--- src/cfsv_pkg.sv ---
package cfsv_pkg;

   localparam int unsigned HDR_LEN     = 64;
   localparam int unsigned COUNT_W     = 23;
   localparam logic [COUNT_W-1:0] COUNT_MAX = {COUNT_W{1'b1}};
   localparam logic [31:0] CRC_POLY    = 32'hEDB8_8320;
   localparam logic [31:0] CRC_ONES    = 32'hFFFF_FFFF;
   localparam logic [7:0]  MAGIC_0     = 8'h46;
   localparam logic [7:0]  MAGIC_1     = 8'h43;
   localparam logic [7:0]  MAGIC_2     = 8'h57;
   localparam logic [7:0]  MAGIC_3     = 8'h31;
   localparam logic [15:0] HDR_VERSION = 16'd1;
   localparam logic [15:0] HDR_SIZE    = 16'd64;
   localparam int unsigned MAX_POINTS_DEFAULT = 1000000;

   localparam int unsigned CSR_IDX_W  = 2;
   localparam int unsigned CSR_DATA_W = 64;
   localparam logic [CSR_IDX_W-1:0] CSR_ALGORITHM   = 2'd0;
   localparam logic [CSR_IDX_W-1:0] CSR_SOURCE_SIZE = 2'd1;
   localparam logic [CSR_IDX_W-1:0] CSR_SOURCE_MTIME = 2'd2;
   localparam logic [CSR_IDX_W-1:0] CSR_PATH_FP     = 2'd3;

   typedef enum logic [3:0] {
      ST_OK          = 4'd0,
      ST_SHORT       = 4'd1,
      ST_MAGIC       = 4'd2,
      ST_VERSION     = 4'd3,
      ST_HDR_SIZE    = 4'd4,
      ST_HDR_CRC     = 4'd5,
      ST_COUNT       = 4'd6,
      ST_LENGTH      = 4'd7,
      ST_IDENTITY    = 4'd8,
      ST_PAYLOAD_CRC = 4'd9
   } status_type;

   typedef struct packed {
      logic [31:0] algorithm;
      logic [63:0] source_size;
      logic [63:0] source_mtime;
      logic [63:0] path_fp;
   } cfg_type;

   typedef struct packed {
      logic               short_file;
      logic               magic_ok;
      logic               version_ok;
      logic               hsize_ok;
      logic               hdr_crc_ok;
      logic               id_ok;
      logic               payload_crc_ok;
      logic [COUNT_W-1:0] total;
      logic [31:0]        band_points;
      logic [31:0]        smp_rate;
      logic [15:0]        xover_lo;
      logic [15:0]        xover_hi;
      logic [63:0]        frame_total;
   } job_type;

   typedef struct packed {
      logic full;
      logic not_empty;
   } queue_stat_type;

   function automatic logic [31:0] crc_byte(input logic [31:0] crc, input logic [7:0] b);
      logic [31:0] c;
      c = crc ^ {24'd0, b};
      for (int k = 0; k < 8; k++) begin
         c = (c >> 1) ^ (CRC_POLY & {32{c[0]}});
      end
      return c;
   endfunction

endpackage

--- src/cfsv_if.sv ---
interface cfsv_req_if;
   logic       valid;
   logic       ready;
   logic [7:0] file_byte;
   logic       is_last;

   modport source (output valid, output file_byte, output is_last, input ready);
   modport sink (input valid, input file_byte, input is_last, output ready);
endinterface

interface cfsv_rsp_if;
   logic        valid;
   logic        ready;
   logic [3:0]  status;
   logic [31:0] band_points;
   logic [31:0] smp_rate;
   logic [15:0] xover_lo;
   logic [15:0] xover_hi;
   logic [63:0] frame_total;

   modport source (output valid, output status, output band_points, output smp_rate,
                   output xover_lo, output xover_hi,
                   output frame_total, input ready);
   modport sink (input valid, input status, input band_points, input smp_rate,
                 input xover_lo, input xover_hi,
                 input frame_total, output ready);
endinterface

--- src/cfsv_front.sv ---
module cfsv_front (
   input  logic                    clock,
   input  logic                    reset,
   cfsv_req_if.sink                req,
   input  cfsv_pkg::cfg_type       cfg,
   input  cfsv_pkg::queue_stat_type q_stat,
   output logic                    push,
   output cfsv_pkg::job_type       job
);

   logic [cfsv_pkg::COUNT_W-1:0] cnt_ff, cnt_in;
   logic [31:0]                  crc_ff, crc_in;
   logic                         good_ff, good_in;
   logic [7:0]                   hdr_ff [cfsv_pkg::HDR_LEN];

   logic                         accept;
   logic                         in_hdr;
   logic                         hdr_end;
   logic [7:0]                   crc_data;
   logic [31:0]                  crc_step;
   logic                         hdr_crc_match;
   logic [cfsv_pkg::COUNT_W-1:0] cnt_next;
   logic [31:0]                  payload_crc;

   assign req.ready = !q_stat.full;
   assign accept    = req.valid && req.ready;
   assign push      = accept && req.is_last;

   assign in_hdr   = (cnt_ff[cfsv_pkg::COUNT_W-1:6] == '0);
   assign hdr_end  = in_hdr && (cnt_ff[5:0] == 6'd63);
   assign crc_data = (in_hdr && (cnt_ff[5:2] == 4'hF)) ? 8'd0 : req.file_byte;
   assign crc_step = cfsv_pkg::crc_byte(crc_ff, crc_data);
   assign hdr_crc_match = ((crc_step ^ cfsv_pkg::CRC_ONES) ==
                           {req.file_byte, hdr_ff[62], hdr_ff[61], hdr_ff[60]});
   assign cnt_next = (cnt_ff != cfsv_pkg::COUNT_MAX) ?
                     cnt_ff + {{(cfsv_pkg::COUNT_W-1){1'b0}}, 1'b1} : cnt_ff;
   assign payload_crc = hdr_end ? 32'd0 : (crc_step ^ cfsv_pkg::CRC_ONES);

   always_comb begin
      cnt_in  = cnt_ff;
      crc_in  = crc_ff;
      good_in = good_ff;
      if (accept) begin
         if (req.is_last) begin
            cnt_in  = '0;
            crc_in  = cfsv_pkg::CRC_ONES;
            good_in = 1'b0;
         end else begin
            cnt_in = cnt_next;
            crc_in = hdr_end ? cfsv_pkg::CRC_ONES : crc_step;
            if (hdr_end) begin
               good_in = hdr_crc_match;
            end
         end
      end
   end

   always_ff @(posedge clock) begin
      if (reset) begin
         cnt_ff  <= '0;
         crc_ff  <= cfsv_pkg::CRC_ONES;
         good_ff <= 1'b0;
      end else begin
         cnt_ff  <= cnt_in;
         crc_ff  <= crc_in;
         good_ff <= good_in;
      end
   end

   always_ff @(posedge clock) begin
      if (accept && in_hdr) begin
         hdr_ff[cnt_ff[5:0]] <= req.file_byte;
      end
   end

   always_comb begin
      job.short_file     = (cnt_next[cfsv_pkg::COUNT_W-1:6] == '0);
      job.magic_ok       = (hdr_ff[0] == cfsv_pkg::MAGIC_0) && (hdr_ff[1] == cfsv_pkg::MAGIC_1) &&
                           (hdr_ff[2] == cfsv_pkg::MAGIC_2) && (hdr_ff[3] == cfsv_pkg::MAGIC_3);
      job.version_ok     = ({hdr_ff[5], hdr_ff[4]} == cfsv_pkg::HDR_VERSION);
      job.hsize_ok       = ({hdr_ff[7], hdr_ff[6]} == cfsv_pkg::HDR_SIZE);
      job.hdr_crc_ok     = hdr_end ? hdr_crc_match : good_ff;
      job.id_ok          =
         ({hdr_ff[23], hdr_ff[22], hdr_ff[21], hdr_ff[20]} == cfg.algorithm) &&
         ({hdr_ff[31], hdr_ff[30], hdr_ff[29], hdr_ff[28],
           hdr_ff[27], hdr_ff[26], hdr_ff[25], hdr_ff[24]} == cfg.source_size) &&
         ({hdr_ff[39], hdr_ff[38], hdr_ff[37], hdr_ff[36],
           hdr_ff[35], hdr_ff[34], hdr_ff[33], hdr_ff[32]} == cfg.source_mtime) &&
         ({hdr_ff[55], hdr_ff[54], hdr_ff[53], hdr_ff[52],
           hdr_ff[51], hdr_ff[50], hdr_ff[49], hdr_ff[48]} == cfg.path_fp);
      job.payload_crc_ok = (payload_crc == {hdr_ff[59], hdr_ff[58], hdr_ff[57], hdr_ff[56]});
      job.total          = cnt_next;
      job.band_points    = {hdr_ff[11], hdr_ff[10], hdr_ff[9], hdr_ff[8]};
      job.smp_rate       = {hdr_ff[15], hdr_ff[14], hdr_ff[13], hdr_ff[12]};
      job.xover_lo       = {hdr_ff[17], hdr_ff[16]};
      job.xover_hi       = {hdr_ff[19], hdr_ff[18]};
      job.frame_total    = {hdr_ff[47], hdr_ff[46], hdr_ff[45], hdr_ff[44],
                            hdr_ff[43], hdr_ff[42], hdr_ff[41], hdr_ff[40]};
   end

`ifndef SYNTHESIS
   a_restart: assert property (@(posedge clock) disable iff (reset)
      push |=> (cnt_ff == '0) && (crc_ff == cfsv_pkg::CRC_ONES) && !good_ff)
      else $error("stream state not restarted after last byte");
   a_no_push_full: assert property (@(posedge clock) disable iff (reset)
      q_stat.full |-> !push)
      else $error("job pushed into full queue");
`endif

endmodule

--- src/cfsv_queue.sv ---
module cfsv_queue (
   input  logic                     clock,
   input  logic                     reset,
   input  logic                     push,
   input  cfsv_pkg::job_type        push_job,
   input  logic                     pop,
   output cfsv_pkg::job_type        head_job,
   output cfsv_pkg::queue_stat_type stat
);

   cfsv_pkg::job_type mem_ff [2];
   logic       wr_ptr_ff, wr_ptr_in;
   logic       rd_ptr_ff, rd_ptr_in;
   logic [1:0] count_ff, count_in;

   assign stat     = '{full: (count_ff == 2'd2), not_empty: (count_ff != 2'd0)};
   assign head_job = mem_ff[rd_ptr_ff];

   always_comb begin
      wr_ptr_in = push ? ~wr_ptr_ff : wr_ptr_ff;
      rd_ptr_in = pop ? ~rd_ptr_ff : rd_ptr_ff;
      count_in  = count_ff + {1'b0, push} - {1'b0, pop};
   end

   always_ff @(posedge clock) begin
      if (reset) begin
         wr_ptr_ff <= 1'b0;
         rd_ptr_ff <= 1'b0;
         count_ff  <= 2'd0;
      end else begin
         wr_ptr_ff <= wr_ptr_in;
         rd_ptr_ff <= rd_ptr_in;
         count_ff  <= count_in;
      end
   end

   always_ff @(posedge clock) begin
      if (push) begin
         mem_ff[wr_ptr_ff] <= push_job;
      end
   end

`ifndef SYNTHESIS
   a_count: assert property (@(posedge clock) disable iff (reset)
      count_ff <= 2'd2)
      else $error("queue occupancy out of range");
   a_pop_not_empty: assert property (@(posedge clock) disable iff (reset)
      pop |-> stat.not_empty)
      else $error("pop from empty queue");
`endif

endmodule

--- src/cfsv_back.sv ---
module cfsv_back #(
   parameter int unsigned MAX_POINTS = cfsv_pkg::MAX_POINTS_DEFAULT
) (
   input  logic                     clock,
   input  logic                     reset,
   input  cfsv_pkg::queue_stat_type q_stat,
   input  cfsv_pkg::job_type        head_job,
   output logic                     pop,
   cfsv_rsp_if.source               rsp
);

   logic                 valid_ff, valid_in;
   cfsv_pkg::status_type status_ff, status_in;
   logic [31:0]          count_ff, count_in;
   logic [31:0]          rate_ff, rate_in;
   logic [15:0]          xlow_ff, xlow_in;
   logic [15:0]          xhigh_ff, xhigh_in;
   logic [63:0]          frames_ff, frames_in;

   logic [34:0]          exp_len;
   logic                 count_bad;

   assign pop = q_stat.not_empty && (!valid_ff || rsp.ready);

   assign exp_len   = 35'd64 + {3'd0, head_job.band_points} +
                      {2'd0, head_job.band_points, 1'b0};
   assign count_bad = (head_job.band_points == 32'd0) ||
                      (head_job.band_points > 32'(MAX_POINTS));

   always_comb begin
      if (head_job.short_file)                          status_in = cfsv_pkg::ST_SHORT;
      else if (!head_job.magic_ok)                      status_in = cfsv_pkg::ST_MAGIC;
      else if (!head_job.version_ok)                    status_in = cfsv_pkg::ST_VERSION;
      else if (!head_job.hsize_ok)                      status_in = cfsv_pkg::ST_HDR_SIZE;
      else if (!head_job.hdr_crc_ok)                    status_in = cfsv_pkg::ST_HDR_CRC;
      else if (count_bad)                               status_in = cfsv_pkg::ST_COUNT;
      else if ({12'd0, head_job.total} != exp_len)      status_in = cfsv_pkg::ST_LENGTH;
      else if (!head_job.id_ok)                         status_in = cfsv_pkg::ST_IDENTITY;
      else if (!head_job.payload_crc_ok)                status_in = cfsv_pkg::ST_PAYLOAD_CRC;
      else                                              status_in = cfsv_pkg::ST_OK;

      if (head_job.short_file) begin
         count_in  = '0;
         rate_in   = '0;
         xlow_in   = '0;
         xhigh_in  = '0;
         frames_in = '0;
      end else begin
         count_in  = head_job.band_points;
         rate_in   = head_job.smp_rate;
         xlow_in   = head_job.xover_lo;
         xhigh_in  = head_job.xover_hi;
         frames_in = head_job.frame_total;
      end

      valid_in = pop ? 1'b1 : (rsp.ready ? 1'b0 : valid_ff);
   end

   always_ff @(posedge clock) begin
      if (reset) begin
         valid_ff <= 1'b0;
      end else begin
         valid_ff <= valid_in;
      end
   end

   always_ff @(posedge clock) begin
      if (pop) begin
         status_ff <= status_in;
         count_ff  <= count_in;
         rate_ff   <= rate_in;
         xlow_ff   <= xlow_in;
         xhigh_ff  <= xhigh_in;
         frames_ff <= frames_in;
      end
   end

   assign rsp.valid       = valid_ff;
   assign rsp.status      = status_ff;
   assign rsp.band_points = count_ff;
   assign rsp.smp_rate    = rate_ff;
   assign rsp.xover_lo    = xlow_ff;
   assign rsp.xover_hi    = xhigh_ff;
   assign rsp.frame_total = frames_ff;

`ifndef SYNTHESIS
   a_short_zero: assert property (@(posedge clock) disable iff (reset)
      (valid_ff && (status_ff == cfsv_pkg::ST_SHORT)) |->
         (count_ff == '0) && (frames_ff == '0))
      else $error("short file result carries header fields");
`endif

endmodule

--- src/cache_file_stream_validator_core.sv ---
// Cache file stream validator. Takes one file byte per transfer on req_stream, header first,
// and gives one result on rsp_stream for each byte marked last: a status (first failing check)
// and the decoded header fields. A byte is taken every cycle; the only stall comes from the
// two-entry job queue between the byte front end and the status stage, which fills only when
// rsp_stream is back-pressured. A job passes the queue, then the registered status stage.
// The user must write csr_ port registers only while no file is in flight (unenforced).
module cache_file_stream_validator_core #(
   parameter int unsigned MAX_POINTS = cfsv_pkg::MAX_POINTS_DEFAULT
) (
   input  logic                              clock,
   input  logic                              reset,
   cfsv_req_if.sink                          req_stream,
   cfsv_rsp_if.source                        rsp_stream,
   input  logic                              csr_we,
   input  logic [cfsv_pkg::CSR_IDX_W-1:0]    csr_index,
   input  logic [cfsv_pkg::CSR_DATA_W-1:0]   csr_wdata
);

   cfsv_pkg::cfg_type        cfg_ff, cfg_in;
   cfsv_pkg::queue_stat_type q_stat;
   cfsv_pkg::job_type        push_job;
   cfsv_pkg::job_type        head_job;
   logic                     push;
   logic                     pop;

   always_comb begin
      cfg_in = cfg_ff;
      if (csr_we) begin
         case (csr_index)
            cfsv_pkg::CSR_ALGORITHM:    cfg_in.algorithm    = csr_wdata[31:0];
            cfsv_pkg::CSR_SOURCE_SIZE:  cfg_in.source_size  = csr_wdata;
            cfsv_pkg::CSR_SOURCE_MTIME: cfg_in.source_mtime = csr_wdata;
            cfsv_pkg::CSR_PATH_FP:      cfg_in.path_fp      = csr_wdata;
            default:                    cfg_in = cfg_ff;
         endcase
      end
   end

   always_ff @(posedge clock) begin
      if (reset) begin
         cfg_ff <= '0;
      end else begin
         cfg_ff <= cfg_in;
      end
   end

   cfsv_front u_front (
      .clock  (clock),
      .reset  (reset),
      .req    (req_stream),
      .cfg    (cfg_ff),
      .q_stat (q_stat),
      .push   (push),
      .job    (push_job)
   );

   cfsv_queue u_queue (
      .clock    (clock),
      .reset    (reset),
      .push     (push),
      .push_job (push_job),
      .pop      (pop),
      .head_job (head_job),
      .stat     (q_stat)
   );

   cfsv_back #(
      .MAX_POINTS (MAX_POINTS)
   ) u_back (
      .clock    (clock),
      .reset    (reset),
      .q_stat   (q_stat),
      .head_job (head_job),
      .pop      (pop),
      .rsp      (rsp_stream)
   );

endmodule
--- src/flat_wrapper.sv ---
// flat-port wrapper written by rule: the top's interface ports become plain ports
module cache_file_stream_validator_core_flat 
#(
   parameter int unsigned MAX_POINTS = cfsv_pkg::MAX_POINTS_DEFAULT
)
  (clock, reset, csr_we, csr_index, csr_wdata, req_stream_valid, req_stream_file_byte, req_stream_is_last, req_stream_ready, rsp_stream_valid, rsp_stream_status, rsp_stream_band_points, rsp_stream_smp_rate, rsp_stream_xover_lo, rsp_stream_xover_hi, rsp_stream_frame_total, rsp_stream_ready);
  cfsv_req_if req_stream_i ();
  cfsv_rsp_if rsp_stream_i ();
  input  logic clock;
  input  logic reset;
  input  logic csr_we;
  input  logic [cfsv_pkg::CSR_IDX_W-1:0] csr_index;
  input  logic [cfsv_pkg::CSR_DATA_W-1:0] csr_wdata;
  input wire logic [$bits(req_stream_i.valid)-1:0] req_stream_valid;
  input wire logic [$bits(req_stream_i.file_byte)-1:0] req_stream_file_byte;
  input wire logic [$bits(req_stream_i.is_last)-1:0] req_stream_is_last;
  output wire logic [$bits(req_stream_i.ready)-1:0] req_stream_ready;
  output wire logic [$bits(rsp_stream_i.valid)-1:0] rsp_stream_valid;
  output wire logic [$bits(rsp_stream_i.status)-1:0] rsp_stream_status;
  output wire logic [$bits(rsp_stream_i.band_points)-1:0] rsp_stream_band_points;
  output wire logic [$bits(rsp_stream_i.smp_rate)-1:0] rsp_stream_smp_rate;
  output wire logic [$bits(rsp_stream_i.xover_lo)-1:0] rsp_stream_xover_lo;
  output wire logic [$bits(rsp_stream_i.xover_hi)-1:0] rsp_stream_xover_hi;
  output wire logic [$bits(rsp_stream_i.frame_total)-1:0] rsp_stream_frame_total;
  input wire logic [$bits(rsp_stream_i.ready)-1:0] rsp_stream_ready;
  assign req_stream_i.valid = req_stream_valid;
  assign req_stream_i.file_byte = req_stream_file_byte;
  assign req_stream_i.is_last = req_stream_is_last;
  assign req_stream_ready = req_stream_i.ready;
  assign rsp_stream_valid = rsp_stream_i.valid;
  assign rsp_stream_status = rsp_stream_i.status;
  assign rsp_stream_band_points = rsp_stream_i.band_points;
  assign rsp_stream_smp_rate = rsp_stream_i.smp_rate;
  assign rsp_stream_xover_lo = rsp_stream_i.xover_lo;
  assign rsp_stream_xover_hi = rsp_stream_i.xover_hi;
  assign rsp_stream_frame_total = rsp_stream_i.frame_total;
  assign rsp_stream_i.ready = rsp_stream_ready;
  cache_file_stream_validator_core #(.MAX_POINTS(MAX_POINTS)) u_core (.clock(clock), .reset(reset), .req_stream(req_stream_i), .rsp_stream(rsp_stream_i), .csr_we(csr_we), .csr_index(csr_index), .csr_wdata(csr_wdata));
endmodule
--- config.mk ---
export PLATFORM = sky130hd
export DESIGN_NAME = cache_file_stream_validator_core_flat
export DESIGN_NICKNAME = d
export VERILOG_FILES = /design/src/cfsv_pkg.sv /design/src/cfsv_if.sv /design/src/cfsv_front.sv /design/src/cfsv_queue.sv /design/src/cfsv_back.sv /design/src/cache_file_stream_validator_core.sv /design/src/flat_wrapper.sv
export SDC_FILE = /design/constraint.sdc
export NUM_CORES = 2
export LEC_CHECK = 0
export BUFFER_PORTS_ARGS = -buffer_cell sky130_fd_sc_hd__buf_2
export CORE_MARGIN = 2
export CORE_UTILIZATION = 35
export DETAILED_ROUTE_END_ITERATION = 12
export SETUP_SLACK_MARGIN = 0.2
export SLEW_MARGIN = 20
export SYNTH_ARGS = -nofsm -noshare
export SYNTH_HDL_FRONTEND = slang
export SYNTH_SLANG_ARGS = --single-unit
--- constraint.sdc ---
create_clock -name clock -period 15.35 [get_ports clock]
set_input_delay 3.07 -clock clock [delete_from_list [all_inputs] [get_ports clock]]
set_output_delay 3.07 -clock clock [all_outputs]
set_load 0.02 [all_outputs]
==> load_flow_metrics.sql <==
INSERT INTO impl_metrics (metric_group, metric, value, unit) VALUES
('route', 'wl', '148', 'mm'),
('logic_synthesis', 'synth_async_sr_flop_share', '0', '%'),
('route', 'routed-via-count', '32400', ''),
('logic_synthesis', 'most_repeated_cell_in_the_gate_level_netlist_after_synthesis', 'edfxtp_1', ''),
('global_route', 'grt_overflow_total', '0', ''),
('timing', 'timing.final.crit_period', '6.80', 'ns'),
('route', 'antenna_viol_nets_final', '0', ''),
('pwr', 'static-leakage-power', '21.5', 'nW'),
('floorplan', 'num_rows', '143', ''),
('pwr', 'design_power_total', '10.2', 'mW'),
('worst_setup_path', 'path_delay_family', 'XOR/XNOR gates', ''),
('floorplan', 'die_w', '395', 'um'),
('worst_setup_path', 'worstPathRequired', '15.81', 'ns'),
('clock_tree', 'worstSkewPairLatency', '0.77', 'ns'),
('global_route', 'grt.total_usage', '18.6', '%'),
('timing', 'finalClockSkew', '0.0279', 'ns'),
('logic_synthesis', 'synthCells', '3987', ''),
('route', 'first_pass_drt_iterations', '5', ''),
('clock_tree', 'cts_post_setup_buffers_inserted', '0', ''),
('global_route', 'vias_in_the_first_global_route', '31200', ''),
('cells_and_area', 'core_utilization_of_the_finished_layout', '40.6', '%'),
('worst_setup_path', 'timing.critical_path.from_type', 'input pin', ''),
('logic_synthesis', 'synth.yosys.warnings', '0', ''),
('worst_setup_path', 'crit_arrival', '7.26', 'ns'),
('timing', 'grt_setup_unrepaired', 'no', ''),
('worst_setup_path', 'setup.worst_path.end_class', 'flip-flop', ''),
('logic_synthesis', 'netlist_area', '0.0534', 'mm^2'),
('hold_path', 'hold_start', 'u_core.u_front.hdr_ff[46][1]', ''),
('timing', 'clock.fmax', '147', 'MHz'),
('clock_tree', 'tritoncts.num_buffers', '141', ''),
('timing', 'finalMaxSlewViolations', '0', ''),
('logic_synthesis', 'synthesis.nets', '4157', ''),
('worst_setup_path', 'critPathSlowestCell', 'buf_4', ''),
('floorplan', 'starting_utilization_of_the_core_area', '35.2', '%'),
('route', 'post-route-drc-count', '0', ''),
('clock_tree', 'post_cts.resized_instances', '0', ''),
('worst_setup_path', 'critical_path.cell_chain', 'buf_4, buf_4, xnor2_1, xnor2_1, o21ai_0, xnor2_1, xor2_1, a21oi_1, nor3_1, o2111ai_1, or4_1, nor4_1', ''),
('pwr', 'worst_voltage_drop_across_the_vdd_grid', '0.0960', 'mV'),
('timing', 'timing.final.crit_share', '44.3', '%'),
('logic_synthesis', 'synth_common_cells', '1,048 x edfxtp_1, 568 x nand2_1, 313 x nor2_1', ''),
('timing', 'totalNegativeSetupSlack', '0', 'ns'),
('logic_synthesis', 'postSynthRegisterBits', '1334', ''),
('placement', 'placed_cells_incl_taps', '6121', ''),
('clock_tree', 'max-clock-path-buffers', '3', ''),
('timing', 'setup_viol', '0', ''),
('route', 'wl_per_cell', '23.3', 'um'),
('clock_tree', 'cts.clk_slew.worst_paths', '0.06', 'ns'),
('placement', 'numPortBuffers', '245', ''),
('floorplan', 'core-area', '0.152', 'mm^2'),
('floorplan', 'die_area', '0.156', 'mm^2'),
('placement', 'dpl_hpwl', '94.6', 'mm'),
('clock_tree', 'cts-root-buf', 'clkbuf_16', ''),
('run_status', 'outcome', 'finished clean', ''),
('hold_path', 'min_path_type', 'reg2reg', ''),
('worst_setup_path', 'critical_path.max_stage_delay', '0.66', 'ns'),
('flow_run', 'max_cap_viol_count', '0', ''),
('clock_tree', 'htree_levels', '4', ''),
('global_route', 'grt_antenna_before_repair', '4', ''),
('cells_and_area', 'final_nets', '4405', ''),
('logic_synthesis', 'library_cell_occupying_the_most_area_in_the_post_synthesis_netlist', 'edfxtp_1', ''),
('logic_synthesis', 'cells_taking_the_most_area_after_synthesis', 'edfxtp_1 59%, dfxtp_1 11%, nand2_1 4.0%', ''),
('floorplan', 'design.portCount', '246', ''),
('cells_and_area', 'final_layout_size_suffix_gt1_share', '12.5', '%'),
('global_route', 'grt_start_max_net_pins', '151', ''),
('placement', 'place_congestion', '0.885', ''),
('clock_tree', 'clkSinkCount', '1334', ''),
('worst_setup_path', 'path_class', 'in2reg', ''),
('worst_setup_path', 'largest_fanout_on_the_critical_path', '41', ''),
('logic_synthesis', 'ys_dominant_reg_cell', 'edfxtp_1', ''),
('pwr', 'power_per_cell_area', '165', 'mW/mm^2'),
('cells_and_area', 'areaGrowthSynthToFinish', '15.5', '%');
layer usage:
metal | GRT usage, % | wire (um) | vias to the layer above
li1 | - | - | 14800
met1 | 26.8 | 67300 | 16200
met2 | 29.1 | 68000 | 1194
met3 | 2.78 | 9720 | 209
met4 | 5.32 | 3360 | 0
met5 | 0 | 0 | -
sequential cells by signal, indices dropped and copies added (netlist names), 2 cells and up, named ones only:
register	count
u_core.u_back.rsp.band_points	32
u_core.u_back.rsp.xover_hi	16
u_core.u_front.crc_ff	32
u_core.u_front.hdr_ff	504
u_core.u_back.rsp.xover_lo	16
u_core.u_back.rsp.smp_rate	32
u_core.u_queue.count_ff	2
u_core.u_back.rsp.frame_total	64
u_core.u_queue.mem_ff	380
u_core.u_front.cnt_ff	23
u_core.cfg_ff	224
u_core.u_back.rsp.status	4
cells in the final DEF (no fill, tap or decap), drive strengths merged, types with 7 or more instances in the layout:
cell type,count
a211oi,7
a21o,9
a21oi,283
a221oi,10
a22oi,20
a31oi,9
and3,13
and4,11
buf,284
bufinv,16
clkbuf,176
clkinv,52
dfxtp,286
edfxtp,1048
ha,89
inv,84
mux2i,191
nand2,568
nand2b,10
nand3,44
nand3b,9
nand4,41
nor2,313
nor2b,7
nor3,32
nor3b,7
nor4,65
o211ai,13
o21ai,46
o22ai,34
o31ai,7
or3,10
xnor2,205
xor2,240
worst paths after layout:
check             slack (ns)                       endpoint  cells after the start
setup / recovery        8.55  u_core.u_queue.mem_ff[1][183]                     12
setup reg to reg        8.57    u_core.u_back.rsp.status[2]                     16
hold reg to reg         0.44   u_core.u_queue.mem_ff[1][49]                      0
hold / removal          0.44   u_core.u_queue.mem_ff[1][49]                      0
report_power, final:
part / internal [mW] / switching, mW / total [mW]
registers: 4.18 / 0.131 / 4.31
clock network: 2.04 / 1.43 / 3.46
logic: 0.871 / 1.52 / 2.39
total: 7.08 / 3.08 / 10.2
cell families (layout without fill, tap and decap cells):
group	count (synthesis)	in the layout	synth area share, %
muxes	195	195	3.66
AOI/OAI and AO/OA	501	501	5.62
other	0	1	0
adders and majority gates	90	90	2.12
DFF	1334	1334	69.6
xor gates and xnor gates	448	448	7.45
and+or+nand+nor	1162	1162	9.61
buffers and inverters	257	614	1.88
cell type report:
type                            instances  area, um^2
Multi-Input combinational cell       2396       15300
Antenna cell                            1        2.50
Fill cell                           14200       90100
Inverter                               77         289
Clock inverter                         77         921
Clock buffer                          175        3790
Tap cell                             2030        2540
Timing Repair Buffer                  285        1590
Sequential cell                      1334       37200
per-stage QoR:
step / hold WS (ns) / area (um^2) / setup slack [ns]
final: 0.437 / 61700 / 8.55
after global routing: 0.442 / 61700 / 8.28
after CTS: 0.427 / 61600 / 8.53
after detailed placement: 0.429 / 56900 / 7.86
after global placement: 0.422 / 56900 / 7.90
after floorplan: 0.421 / 53400 / 3.16
(Power assumes the default switching activity.)
